<file path="src/pdp_pkg.sv">
// ----------------------------------------------------------------------------
// pdp_pkg
// Shared widths, window geometry, register codes and item structs for the
// pivot divergence position block.
// ----------------------------------------------------------------------------
package pdp_pkg;

    // window geometry
    localparam int LEFT_SPAN  = 2;
    localparam int RIGHT_SPAN = 2;
    localparam int WIN        = LEFT_SPAN + RIGHT_SPAN + 1;

    // field widths
    localparam int PRICE_W   = 32;
    localparam int OSC_W     = 15;
    localparam int POS_W     = 16;
    localparam int CFG_W     = 15;
    localparam int CFG_IDX_W = 2;

    // configuration register indexes
    typedef enum logic [CFG_IDX_W-1:0] {
        CFG_EXIT_THRESH = 2'd0,
        CFG_TRADE_QTY   = 2'd1
    } cfg_idx_t;

    // reset values of the configuration registers
    localparam logic [CFG_W-1:0] EXIT_THRESH_RST = 15'd12800;
    localparam logic [CFG_W-1:0] TRADE_QTY_RST   = 15'd1;

    // one window slot
    typedef struct packed {
        logic [PRICE_W-1:0] price;
        logic               price_gap;
        logic [OSC_W-1:0]   osc;
        logic               osc_gap;
    } slot_t;

    // compare flags of one slot against the centre
    typedef struct packed {
        logic price_gt;
        logic price_lt;
        logic price_gap;
        logic osc_gt;
        logic osc_lt;
        logic osc_gap;
    } cmp_t;

    // pivot flags of the centre bar
    typedef struct packed {
        logic price_lo;
        logic price_hi;
        logic osc_lo;
        logic osc_hi;
    } piv_t;

    // one result item
    typedef struct packed {
        logic signed [POS_W-1:0] position;
        logic                    bull_div;
        logic                    bear_div;
    } res_t;

endpackage

</file>
<file path="src/pdp_if.sv">
// ----------------------------------------------------------------------------
// pdp_bar_if / pdp_res_if
// Valid/ready channels for bar items in and result items out.
// ----------------------------------------------------------------------------
interface pdp_bar_if
    import pdp_pkg::*;
();
    logic               valid;
    logic               ready;
    logic [PRICE_W-1:0] price;
    logic               price_missing;
    logic [OSC_W-1:0]   osc_value;
    logic               osc_missing;

    modport source (output valid, output price, output price_missing,
                    output osc_value, output osc_missing, input ready);
    modport sink   (input valid, input price, input price_missing,
                    input osc_value, input osc_missing, output ready);
endinterface

interface pdp_res_if
    import pdp_pkg::*;
();
    logic                    valid;
    logic                    ready;
    logic signed [POS_W-1:0] position;
    logic                    bull_div;
    logic                    bear_div;

    modport source (output valid, output position, output bull_div,
                    output bear_div, input ready);
    modport sink   (input valid, input position, input bull_div,
                    input bear_div, output ready);
endinterface

</file>
<file path="src/pdp_cell.sv">
// ----------------------------------------------------------------------------
// pdp_cell
// One slot of the bar window: takes the neighbor's slot on a shift and
// compares its own contents against the centre bar.
// ----------------------------------------------------------------------------
module pdp_cell
    import pdp_pkg::*;
(
    input  logic               clk,
    input  logic               rst_n,
    input  logic               shift,
    input  slot_t              slot_in,
    input  logic [PRICE_W-1:0] centre_price,
    input  logic [OSC_W-1:0]   centre_osc,
    output slot_t              slot_out,
    output cmp_t               cmp
);

    slot_t slot_reg;
    slot_t slot_next;

    always_comb
    begin
        slot_next = shift ? slot_in : slot_reg;
    end

    // gap flags start set so a fresh window holds no pivot
    always_ff @(posedge clk or negedge rst_n)
    begin
        if (!rst_n)
        begin
            slot_reg.price     <= '0;
            slot_reg.price_gap <= 1'b1;
            slot_reg.osc       <= '0;
            slot_reg.osc_gap   <= 1'b1;
        end
        else
        begin
            slot_reg <= slot_next;
        end
    end

    assign slot_out = slot_reg;

    // compare against the centre
    always_comb
    begin
        cmp.price_gt  = slot_reg.price > centre_price;
        cmp.price_lt  = slot_reg.price < centre_price;
        cmp.price_gap = slot_reg.price_gap;
        cmp.osc_gt    = slot_reg.osc > centre_osc;
        cmp.osc_lt    = slot_reg.osc < centre_osc;
        cmp.osc_gap   = slot_reg.osc_gap;
    end

endmodule

</file>
<file path="src/pdp_decide.sv">
// ----------------------------------------------------------------------------
// pdp_decide
// Divergence test against the last joint pivots and the position update.
// ----------------------------------------------------------------------------
module pdp_decide
    import pdp_pkg::*;
(
    input  logic               clk,
    input  logic               rst_n,
    input  logic               fire,
    input  piv_t               piv,
    input  logic [PRICE_W-1:0] centre_price,
    input  logic [OSC_W-1:0]   centre_osc,
    input  logic [OSC_W-1:0]   cur_osc,
    input  logic               cur_osc_missing,
    input  logic [CFG_W-1:0]   exit_thresh,
    input  logic [CFG_W-1:0]   trade_qty,
    output res_t               res
);

    logic                    have_lo_reg, have_lo_next;
    logic [PRICE_W-1:0]      lo_price_reg, lo_price_next;
    logic [OSC_W-1:0]        lo_osc_reg, lo_osc_next;
    logic                    have_hi_reg, have_hi_next;
    logic [PRICE_W-1:0]      hi_price_reg, hi_price_next;
    logic [OSC_W-1:0]        hi_osc_reg, hi_osc_next;
    logic signed [POS_W-1:0] pos_reg, pos_next;

    logic                    joint_lo, joint_hi;
    logic                    bull, bear;
    logic signed [POS_W-1:0] pos_exit;
    logic signed [POS_W-1:0] tgt;

    assign joint_lo = piv.price_lo && piv.osc_lo;
    assign joint_hi = piv.price_hi && piv.osc_hi;
    assign tgt      = $signed({1'b0, trade_qty});

    // divergence against the recorded pivot
    always_comb
    begin
        bull = joint_lo && have_lo_reg && (centre_price < lo_price_reg)
               && (centre_osc > lo_osc_reg);
        bear = joint_hi && have_hi_reg && (centre_price > hi_price_reg)
               && (centre_osc < hi_osc_reg);
    end

    // pivot memory, replaced by every joint pivot
    always_comb
    begin
        have_lo_next  = have_lo_reg;
        lo_price_next = lo_price_reg;
        lo_osc_next   = lo_osc_reg;
        have_hi_next  = have_hi_reg;
        hi_price_next = hi_price_reg;
        hi_osc_next   = hi_osc_reg;
        if (fire && joint_lo)
        begin
            have_lo_next  = 1'b1;
            lo_price_next = centre_price;
            lo_osc_next   = centre_osc;
        end
        if (fire && joint_hi)
        begin
            have_hi_next  = 1'b1;
            hi_price_next = centre_price;
            hi_osc_next   = centre_osc;
        end
    end

    // exit on the level cross, then open when flat; missing osc holds
    always_comb
    begin
        priority if (pos_reg > 0 && cur_osc >= exit_thresh)
            pos_exit = '0;
        else if (pos_reg < 0 && cur_osc <= exit_thresh)
            pos_exit = '0;
        else
            pos_exit = pos_reg;

        pos_next = pos_reg;
        if (fire && !cur_osc_missing)
        begin
            pos_next = pos_exit;
            if (pos_exit == 0)
            begin
                priority if (bull)
                    pos_next = tgt;
                else if (bear)
                    pos_next = -tgt;
                else
                    pos_next = pos_exit;
            end
        end
    end

    always_ff @(posedge clk or negedge rst_n)
    begin
        if (!rst_n)
        begin
            have_lo_reg  <= 1'b0;
            lo_price_reg <= '0;
            lo_osc_reg   <= '0;
            have_hi_reg  <= 1'b0;
            hi_price_reg <= '0;
            hi_osc_reg   <= '0;
            pos_reg      <= '0;
        end
        else
        begin
            have_lo_reg  <= have_lo_next;
            lo_price_reg <= lo_price_next;
            lo_osc_reg   <= lo_osc_next;
            have_hi_reg  <= have_hi_next;
            hi_price_reg <= hi_price_next;
            hi_osc_reg   <= hi_osc_next;
            pos_reg      <= pos_next;
        end
    end

    always_comb
    begin
        res.position = pos_next;
        res.bull_div = bull;
        res.bear_div = bear;
    end

endmodule

</file>
<file path="src/pivot_divergence_position_top.sv">
// ----------------------------------------------------------------------------
// pivot_divergence_position_top
// Pivot divergence detector with a single managed position.
// ----------------------------------------------------------------------------
// Usage:
//   bar_in carries one bar item per handshake (price, oscillator, missing
//   flags); res_out returns one result item per bar: position held after the
//   bar and the bullish/bearish divergence flags confirmed at it.
//   cfg_we/cfg_index/cfg_data write the exit threshold (index 0) and the
//   trade quantity (index 1); other indexes are ignored. Write only while idle.
// Pipeline and throughput:
//   a bar shifts into the row of window cells at its accept edge; the pivot
//   compares and the position update run once the output register is free
//   and land in the output register, which then offers the result.
//   One item per cycle sustained while res_out.ready stays high.
// Reset:
//   every window slot is marked missing, so no pivot is seen until five bars
//   have arrived; pivot memory and position clear to flat, registers take
//   exit threshold 12800 and trade quantity 1.
// Stall:
//   the output register holds its item while res_out.ready is low; one more
//   bar is taken into the window, then bar_in.ready drops until it drains.
// ----------------------------------------------------------------------------
module pivot_divergence_position_top
    import pdp_pkg::*;
(
    input  logic                 clk,
    input  logic                 rst_n,
    pdp_bar_if.sink              bar_in,
    pdp_res_if.source            res_out,
    input  logic                 cfg_we,
    input  logic [CFG_IDX_W-1:0] cfg_index,
    input  logic [CFG_W-1:0]     cfg_data
);

    logic [CFG_W-1:0] exit_thresh_reg;
    logic [CFG_W-1:0] trade_qty_reg;
    logic             pend_reg, pend_next;
    logic             out_vld_reg, out_vld_next;
    res_t             out_reg;
    logic             accept, fire;

    slot_t            new_slot;
    slot_t            slot_q [WIN];
    cmp_t             cmp    [WIN];
    piv_t             piv;
    res_t             res;

    // configuration registers
    always_ff @(posedge clk or negedge rst_n)
    begin
        if (!rst_n)
        begin
            exit_thresh_reg <= EXIT_THRESH_RST;
            trade_qty_reg   <= TRADE_QTY_RST;
        end
        else if (cfg_we)
        begin
            unique case (cfg_index)
                CFG_EXIT_THRESH: exit_thresh_reg <= cfg_data;
                CFG_TRADE_QTY:   trade_qty_reg   <= cfg_data;
                default:         ;
            endcase
        end
    end

    // handshake: the window holds at most one unprocessed bar
    assign fire          = pend_reg && (!out_vld_reg || res_out.ready);
    assign bar_in.ready  = !pend_reg || fire;
    assign accept        = bar_in.valid && bar_in.ready;
    assign pend_next     = accept ? 1'b1 : (fire ? 1'b0 : pend_reg);
    assign out_vld_next  = fire ? 1'b1 : (res_out.ready ? 1'b0 : out_vld_reg);

    always_ff @(posedge clk or negedge rst_n)
    begin
        if (!rst_n)
        begin
            pend_reg    <= 1'b0;
            out_vld_reg <= 1'b0;
        end
        else
        begin
            pend_reg    <= pend_next;
            out_vld_reg <= out_vld_next;
        end
    end

    always_comb
    begin
        new_slot.price     = bar_in.price;
        new_slot.price_gap = bar_in.price_missing;
        new_slot.osc       = bar_in.osc_value;
        new_slot.osc_gap   = bar_in.osc_missing;
    end

    // row of window cells, newest bar at the top slot
    for (genvar k = 0; k < WIN; k++)
    begin : g_cell
        pdp_cell u_cell (
            .clk          (clk),
            .rst_n        (rst_n),
            .shift        (accept),
            .slot_in      ((k == WIN - 1) ? new_slot : slot_q[(k + 1) % WIN]),
            .centre_price (slot_q[LEFT_SPAN].price),
            .centre_osc   (slot_q[LEFT_SPAN].osc),
            .slot_out     (slot_q[k]),
            .cmp          (cmp[k])
        );
    end

    // centre is a pivot when all slots are present and all others are beyond it
    always_comb
    begin
        piv.price_lo = 1'b1;
        piv.price_hi = 1'b1;
        piv.osc_lo   = 1'b1;
        piv.osc_hi   = 1'b1;
        for (int k = 0; k < WIN; k++)
        begin
            if (cmp[k].price_gap)
            begin
                piv.price_lo = 1'b0;
                piv.price_hi = 1'b0;
            end
            if (cmp[k].osc_gap)
            begin
                piv.osc_lo = 1'b0;
                piv.osc_hi = 1'b0;
            end
            if (k != LEFT_SPAN)
            begin
                if (!cmp[k].price_gt)
                    piv.price_lo = 1'b0;
                if (!cmp[k].price_lt)
                    piv.price_hi = 1'b0;
                if (!cmp[k].osc_gt)
                    piv.osc_lo = 1'b0;
                if (!cmp[k].osc_lt)
                    piv.osc_hi = 1'b0;
            end
        end
    end

    pdp_decide u_decide (
        .clk             (clk),
        .rst_n           (rst_n),
        .fire            (fire),
        .piv             (piv),
        .centre_price    (slot_q[LEFT_SPAN].price),
        .centre_osc      (slot_q[LEFT_SPAN].osc),
        .cur_osc         (slot_q[WIN-1].osc),
        .cur_osc_missing (slot_q[WIN-1].osc_gap),
        .exit_thresh     (exit_thresh_reg),
        .trade_qty       (trade_qty_reg),
        .res             (res)
    );

    // output register
    always_ff @(posedge clk)
    begin
        if (fire)
            out_reg <= res;
    end

    assign res_out.valid    = out_vld_reg;
    assign res_out.position = out_reg.position;
    assign res_out.bull_div = out_reg.bull_div;
    assign res_out.bear_div = out_reg.bear_div;

endmodule

</file>
<file path="src/flat_wrapper.sv">
// flat-port wrapper written by rule: the top's interface ports become plain ports
module pivot_divergence_position_top_flat import pdp_pkg::*;
  (clk, rst_n, cfg_we, cfg_index, cfg_data, bar_in_valid, bar_in_price, bar_in_price_missing, bar_in_osc_value, bar_in_osc_missing, bar_in_ready, res_out_valid, res_out_position, res_out_bull_div, res_out_bear_div, res_out_ready);
  pdp_bar_if bar_in_i ();
  pdp_res_if res_out_i ();
  input  logic clk;
  input  logic rst_n;
  input  logic cfg_we;
  input  logic [CFG_IDX_W-1:0] cfg_index;
  input  logic [CFG_W-1:0] cfg_data;
  input wire logic [$bits(bar_in_i.valid)-1:0] bar_in_valid;
  input wire logic [$bits(bar_in_i.price)-1:0] bar_in_price;
  input wire logic [$bits(bar_in_i.price_missing)-1:0] bar_in_price_missing;
  input wire logic [$bits(bar_in_i.osc_value)-1:0] bar_in_osc_value;
  input wire logic [$bits(bar_in_i.osc_missing)-1:0] bar_in_osc_missing;
  output wire logic [$bits(bar_in_i.ready)-1:0] bar_in_ready;
  output wire logic [$bits(res_out_i.valid)-1:0] res_out_valid;
  output wire logic [$bits(res_out_i.position)-1:0] res_out_position;
  output wire logic [$bits(res_out_i.bull_div)-1:0] res_out_bull_div;
  output wire logic [$bits(res_out_i.bear_div)-1:0] res_out_bear_div;
  input wire logic [$bits(res_out_i.ready)-1:0] res_out_ready;
  assign bar_in_i.valid = bar_in_valid;
  assign bar_in_i.price = bar_in_price;
  assign bar_in_i.price_missing = bar_in_price_missing;
  assign bar_in_i.osc_value = bar_in_osc_value;
  assign bar_in_i.osc_missing = bar_in_osc_missing;
  assign bar_in_ready = bar_in_i.ready;
  assign res_out_valid = res_out_i.valid;
  assign res_out_position = res_out_i.position;
  assign res_out_bull_div = res_out_i.bull_div;
  assign res_out_bear_div = res_out_i.bear_div;
  assign res_out_i.ready = res_out_ready;
  pivot_divergence_position_top u_core (.clk(clk), .rst_n(rst_n), .bar_in(bar_in_i), .res_out(res_out_i), .cfg_we(cfg_we), .cfg_index(cfg_index), .cfg_data(cfg_data));
endmodule
</file>
<file path="config.mk">
export PLATFORM = sky130hd
export DESIGN_NAME = pivot_divergence_position_top_flat
export DESIGN_NICKNAME = d
export VERILOG_FILES = /design/src/pdp_pkg.sv /design/src/pdp_if.sv /design/src/pdp_cell.sv /design/src/pdp_decide.sv /design/src/pivot_divergence_position_top.sv /design/src/flat_wrapper.sv
export SDC_FILE = /design/constraint.sdc
export NUM_CORES = 1
export LEC_CHECK = 0
export ABC_AREA = 0
export BUFFER_PORTS_ARGS = -buffer_cell sky130_fd_sc_hd__buf_2
export CORE_MARGIN = 4
export CORE_UTILIZATION = 30
export DETAILED_ROUTE_END_ITERATION = 16
export SYNTH_ARGS = -nofsm -noshare
export SYNTH_HDL_FRONTEND = slang
export SYNTH_HIERARCHICAL = 1
export SYNTH_SLANG_ARGS = --single-unit
</file>
<file path="constraint.sdc">
create_clock -name clk -period 4.15 [get_ports clk]
set_clock_uncertainty 0.2 [all_clocks]
set_input_delay 0.6225 -clock clk [delete_from_list [all_inputs] [get_ports clk]]
set_output_delay 0.6225 -clock clk [all_outputs]
set_load 0.02 [all_outputs]
</file>
* After elaboration in Yosys (flattened, before gate mapping)
Cells that the tools add are included.
Operators by class: reductions and logical operators 26, $add $sub $neg 1, mux-type cells 36, magnitude comparators 24, eq/ne operators 1
Operators by type and width (count):
- 32-bit > comparator | 5
- 32-bit less-than comparator | 5
- 16-bit 2-to-1 mux | 6
- 15-bit > comparator | 5
- 15-bit less-than comparator | 5
- 32-bit zero test | 1
- 1-bit 2-to-1 mux | 20
- 2-bit 2-to-1 mux | 10
- 16-bit by 1-bit > comparator with 1-bit output (second input constant) | 1
- 16-bit by 1-bit less-than comparator with 1-bit output (second input constant) | 1
- 15-bit negator with 16-bit output | 1
- 15-bit greater-or-equal comparator | 1
- 15-bit less-or-equal comparator | 1
- 1-bit logical AND | 15
- 2-bit AND reduction | 2
- 2-bit nonzero test | 2
- 1-bit zero test | 3
- 2-bit by 1-bit == test with 1-bit output (second input constant) | 1
- 2-bit zero test | 1
- 1-bit logical OR | 2
Word-level totals: word-level logic and storage cells 122, output and inout bits 20, bits in registers 407, bits of input ports 71

* Longest topological paths before layout
word-level depth 17, mapped depth 17

* By module
The synthesis kept the hierarchy.
Modules (own cells, without submodules):
- pdp_cell (u_core.g_cell[0].u_cell ...) | area an instance 3039.2 sq um, instances 4, cells an instance 279
- pdp_decide | area an instance 7444.6 sq um, instances 1, cells an instance 706
- pdp_cell (u_core.g_cell[4].u_cell) | area an instance 3025.4 sq um, instances 1, cells an instance 279
- pivot_divergence_position_top | area an instance 1838.0 sq um, instances 1, cells an instance 100

* Worst setup path after synthesis
Ideal clock, no wire load.
path type register to register, start point register u_core.g_cell[2].u_cell.slot_reg (netlist bit u_core/g_cell[2].u_cell/slot_out[31]), end point register u_core.out_reg (netlist bit u_core/res_out.position[10]) (data pin), slack 0.065 ns, clock period less this slack 4.085 ns, cell stages (with the launch flop) 18, data arrival time 3.620 ns, setup time 0.265 ns, cell sequence dfrtp_1 > inv_1 > ha_1 > nand4_2 > or4_4 > a21oi_2 > o31ai_1 > a21oi_1 > nand4_1 > nor3_1 > nand4b_1 > a221o_1 > a221oi_1 > o2111ai_1 > nor2_2 > buf_6 > and4bb_1 > a221o_1
RTL lines:
- start: declaration | RTL line pdp_cell.sv:19 | slot_t slot_reg;
- start signal: assignment | RTL line pdp_cell.sv:39 | slot_reg <= slot_next;
- end signal: assignment | RTL line pivot_divergence_position_top.sv:162 | out_reg <= res;
- end: declaration | RTL line pivot_divergence_position_top.sv:40 | res_t out_reg;

==> results.md <==
- Crit path required time: 4270 ps
- Layout Cells excl Fill: approximately 3,400
- Core area: ~0.076 mm2
- Worst Max-Slew Pin Slew: around 900 ps
- Post-Place Cells: 3,321
- CTS buffer count: 47
- Vias: 16,500
- Vias in the first global route: roughly 18,000
- Initial core utilization: between 30% and 40%
- Fraction of layout cells with a size suffix above 1: between 30% and 40%
- Post-DP HPWL: roughly 40,000 um
- Relative slew slack: between 30% and 40%
- Net Sw Power: 5780 uW
- Met3 Use GR: 1.96%
- Sequential power share: between 30% and 40%
- Remaining global-route overflow: 0
- Clk slew on worst S/H paths: roughly 60 ps
- Synth warnings: 6
- TritonCTS clock tree: done
- Initial antenna violation count: 1
- Critical path class: reg2reg
- Hold violation count in the final report: 0
- Fin crit period: ~4400 ps
- Leakage power: about 0.014 uW
- Max VDD drop: 308 uV
- Global route hottest layer: met2
- Failing checks: negative setup slack
- IO Pins: between 90 and 100
- Routed len/inst: approximately 16 um
- Worst skew pair latency: slightly below 600 ps
- CP cell instances: inv_1, ha_4, nand4_1, buf_4, nor4_4, buf_4, nand2_2, a22o_1, a31o_2, nand4_1, nor3_4, nand4b_1, a221o_1, a221oi_2, o2111ai_1, buf_4, nor2_4, buf_6, buf_6, buf_6, a22o_1, a221o_1
- RSZ-0062 raised after global routing: yes
- Slowest-stage cell, CP: dfrtp_1
- Initial DRC Count: 734
- Largest net degree at the start of global routing: 108
- Pre-antenna DRT Iters: 5
- Met2 Use GR: between 20% and 30%
- GRT met1 Usage: between 10% and 20%
- Hold Path Class: in2reg
- Syn Inst Count: roughly 2,000
- DRC: 0
- Remaining antenna violation count after routing: 0
- PD cells: about 570 mW/mm2
- Max-Cap Viols: 0
- Period utilisation layout: 106%
- Mapped Area: 0.0232 mm2
- Combinational share of power: 40.8%
- Clock power frac: 25.6%
- Syn avg cell area: between 10 and 15 um2
- Sink Count: 407
- CP max FO: 8
- Die ar.: just over 0.08 mm2
- Max reg flops: between 200 and 250
- Final net count: around 2,700
- Crit. End Element: flop
- Outcome: finished with violations
- Worst Path Arrival: 4540 ps
- Synthesized Nets: around 2,400
- Drt total wl: 55,500 um
- CTS max path bufs: 3
- Power Internal: roughly 11,000 uW
- Htree depth: 2
- Total GRT Usage: 13.4%
- Final Total Pwr: 16,700 uW
- Number of vias per cell: roughly 4.8
- Fmax: 226 MHz
- # port buffers: 90
- Final GP Congestion: between 0.8 and 0.9
- Fin worst setup slack: -269 ps
- CP top delay family: compound AO/OA/AOI/OAI gates
- Switching share of total power: 34.6%
- First-pass GRT wire length: ~90,000 um
- Die Ht: 286 um
- Clk Tree Root Cell: clkbuf_16
- Syn-to-layout area delta: 25.4%
- Worst path bufs/invs: 7
- Startpoint types: flop
- Endpoints failing setup: 28
- Rows: roughly 100
- CP max stage delay: around 400 ps
- Horiz. Die Dim: roughly 290 um
- Final max-slew violation count: 0
power by group through the flow:
stage | sequential, uW | combinational (uW) | clock [uW]
2_1_floorplan | 5570 | 3720 | 0
3_5_place_dp | 5610 | 6280 | 0
3_3_place_gp | 5560 | 5990 | 0
4_1_cts | 5590 | 6700 | 4400
5_1_grt | 5730 | 7710 | 4570
6_report | 5610 | 6800 | 4270
cells in the final DEF, fill, tap and decap left out, types with 5 or more instances in the layout:
cell type / count
clkbuf_1: 11
dfrtp_1: 371
a41oi_1: 5
inv_1: 295
a21oi_2: 11
buf_4: 224
nand3_2: 5
o21ai_1: 5
a21o_1: 15
nand2_2: 5
nor2_1: 28
nor4b_4: 6
a22o_1: 12
buf_2: 89
clkinv_2: 13
ha_1: 267
and4_1: 14
mux2_2: 355
nor3_1: 12
clkbuf_16: 49
a221oi_2: 6
dfstp_2: 14
nand3_1: 25
ha_4: 29
nor4_1: 9
a21oi_1: 93
o21ai_0: 50
o221ai_1: 5
a221o_1: 21
buf_12: 9
nor2b_1: 14
buf_6: 20
nand4_1: 58
o211ai_1: 9
edfxtp_1: 18
nand2b_1: 15
bufinv_16: 5
inv_2: 18
nand2_1: 76
timing repair:
action	CTS	global route
endpoints found under the setup margin	34	34
setup buffers	19	10
hold buffers	1	0
pin swaps	39	36
endpoints found under the hold margin	93	0
resized for setup	100	37
cloned	1	1
per-layer routing:
layer  vias up  share of wire (%)
met1      8229                 44
met3        79                3.9
met4         0                2.4
met2       252                 50
met5         -                  0
li1       7896                  -
per-stage QoR:
| stage | hold slack [ps] | setup WS [ps] | setup TNS [ps] | utilization [%] | area, um2 |
|---|---|---|---|---|---|
| after floorplan | 127 | 105 | 0 | - | 23200 |
| after global placement | 250 | -385 | -8340 | 34.8 | 26500 |
| after detailed placement | 256 | -526 | -13220 | 34.8 | 26500 |
| after CTS | 7.55 | -308 | -6980 | 37.8 | 28900 |
| after global routing | 44.2 | -437 | -10600 | 38.2 | 29100 |
| final | 41.9 | -269 | -4420 | 38.2 | 29100 |
worst reg2reg max path: stages, from the launching register on:
cell       delay (ps)
dfrtp_1           400
inv_1             100
ha_4              280
nand4_1           190
buf_4             220
nor4_4            310
buf_4             180
nand2_2            60
a22o_1            220
a31o_2            220
nand4_1           150
nor3_4             60
nand4b_1          100
a221o_1           120
a221oi_2           40
o2111ai_1         120
buf_4             200
nor2_4             40
buf_6             160
buf_6             130
buf_6             120
a22o_1            210
a221o_1           340
worst paths after layout:
kind / startpoint / end / slack [ps] / cells past startpoint
worst max-delay path: u_core/g_cell[2].u_cell/slot_out[30]$_DFFE_PN0P_ / u_core/res_out.position[7]$_DFFE_PP_ / -270 / 22
worst min-delay path: bar_in_valid / u_core/pend_reg$_DFFE_PN0P_ / 40 / 2
worst max register to register: u_core/g_cell[2].u_cell/slot_out[30]$_DFFE_PN0P_ / u_core/res_out.position[7]$_DFFE_PP_ / -270 / 22
worst min register to register: u_core/u_decide/have_lo_reg$_DFFE_PN0P_ / u_core/u_decide/have_lo_reg$_DFFE_PN0P_ / 270 / 1
max in group asynchronous: rst_n / u_core/g_cell[3].u_cell/slot_out[43]$_DFFE_PN0P_ / 2320 / 3
min in group asynchronous: rst_n / u_core/trade_qty_reg[8]$_DFFE_PN0P_ / 490 / 2
area by class of cell:
cell class,count,area (um2)
Sequential cell,407,10300
Inverter,315,1190
Multi-Input combinational cell,1248,12100
Clock buffer,63,1300
Clock inverter,24,299
Antenna cell,2,5.00
Timing Repair Buffer,348,2640
Fill cell,7354,47200
Tap cell,1030,1290
Power figures use the tool's default switching activity.
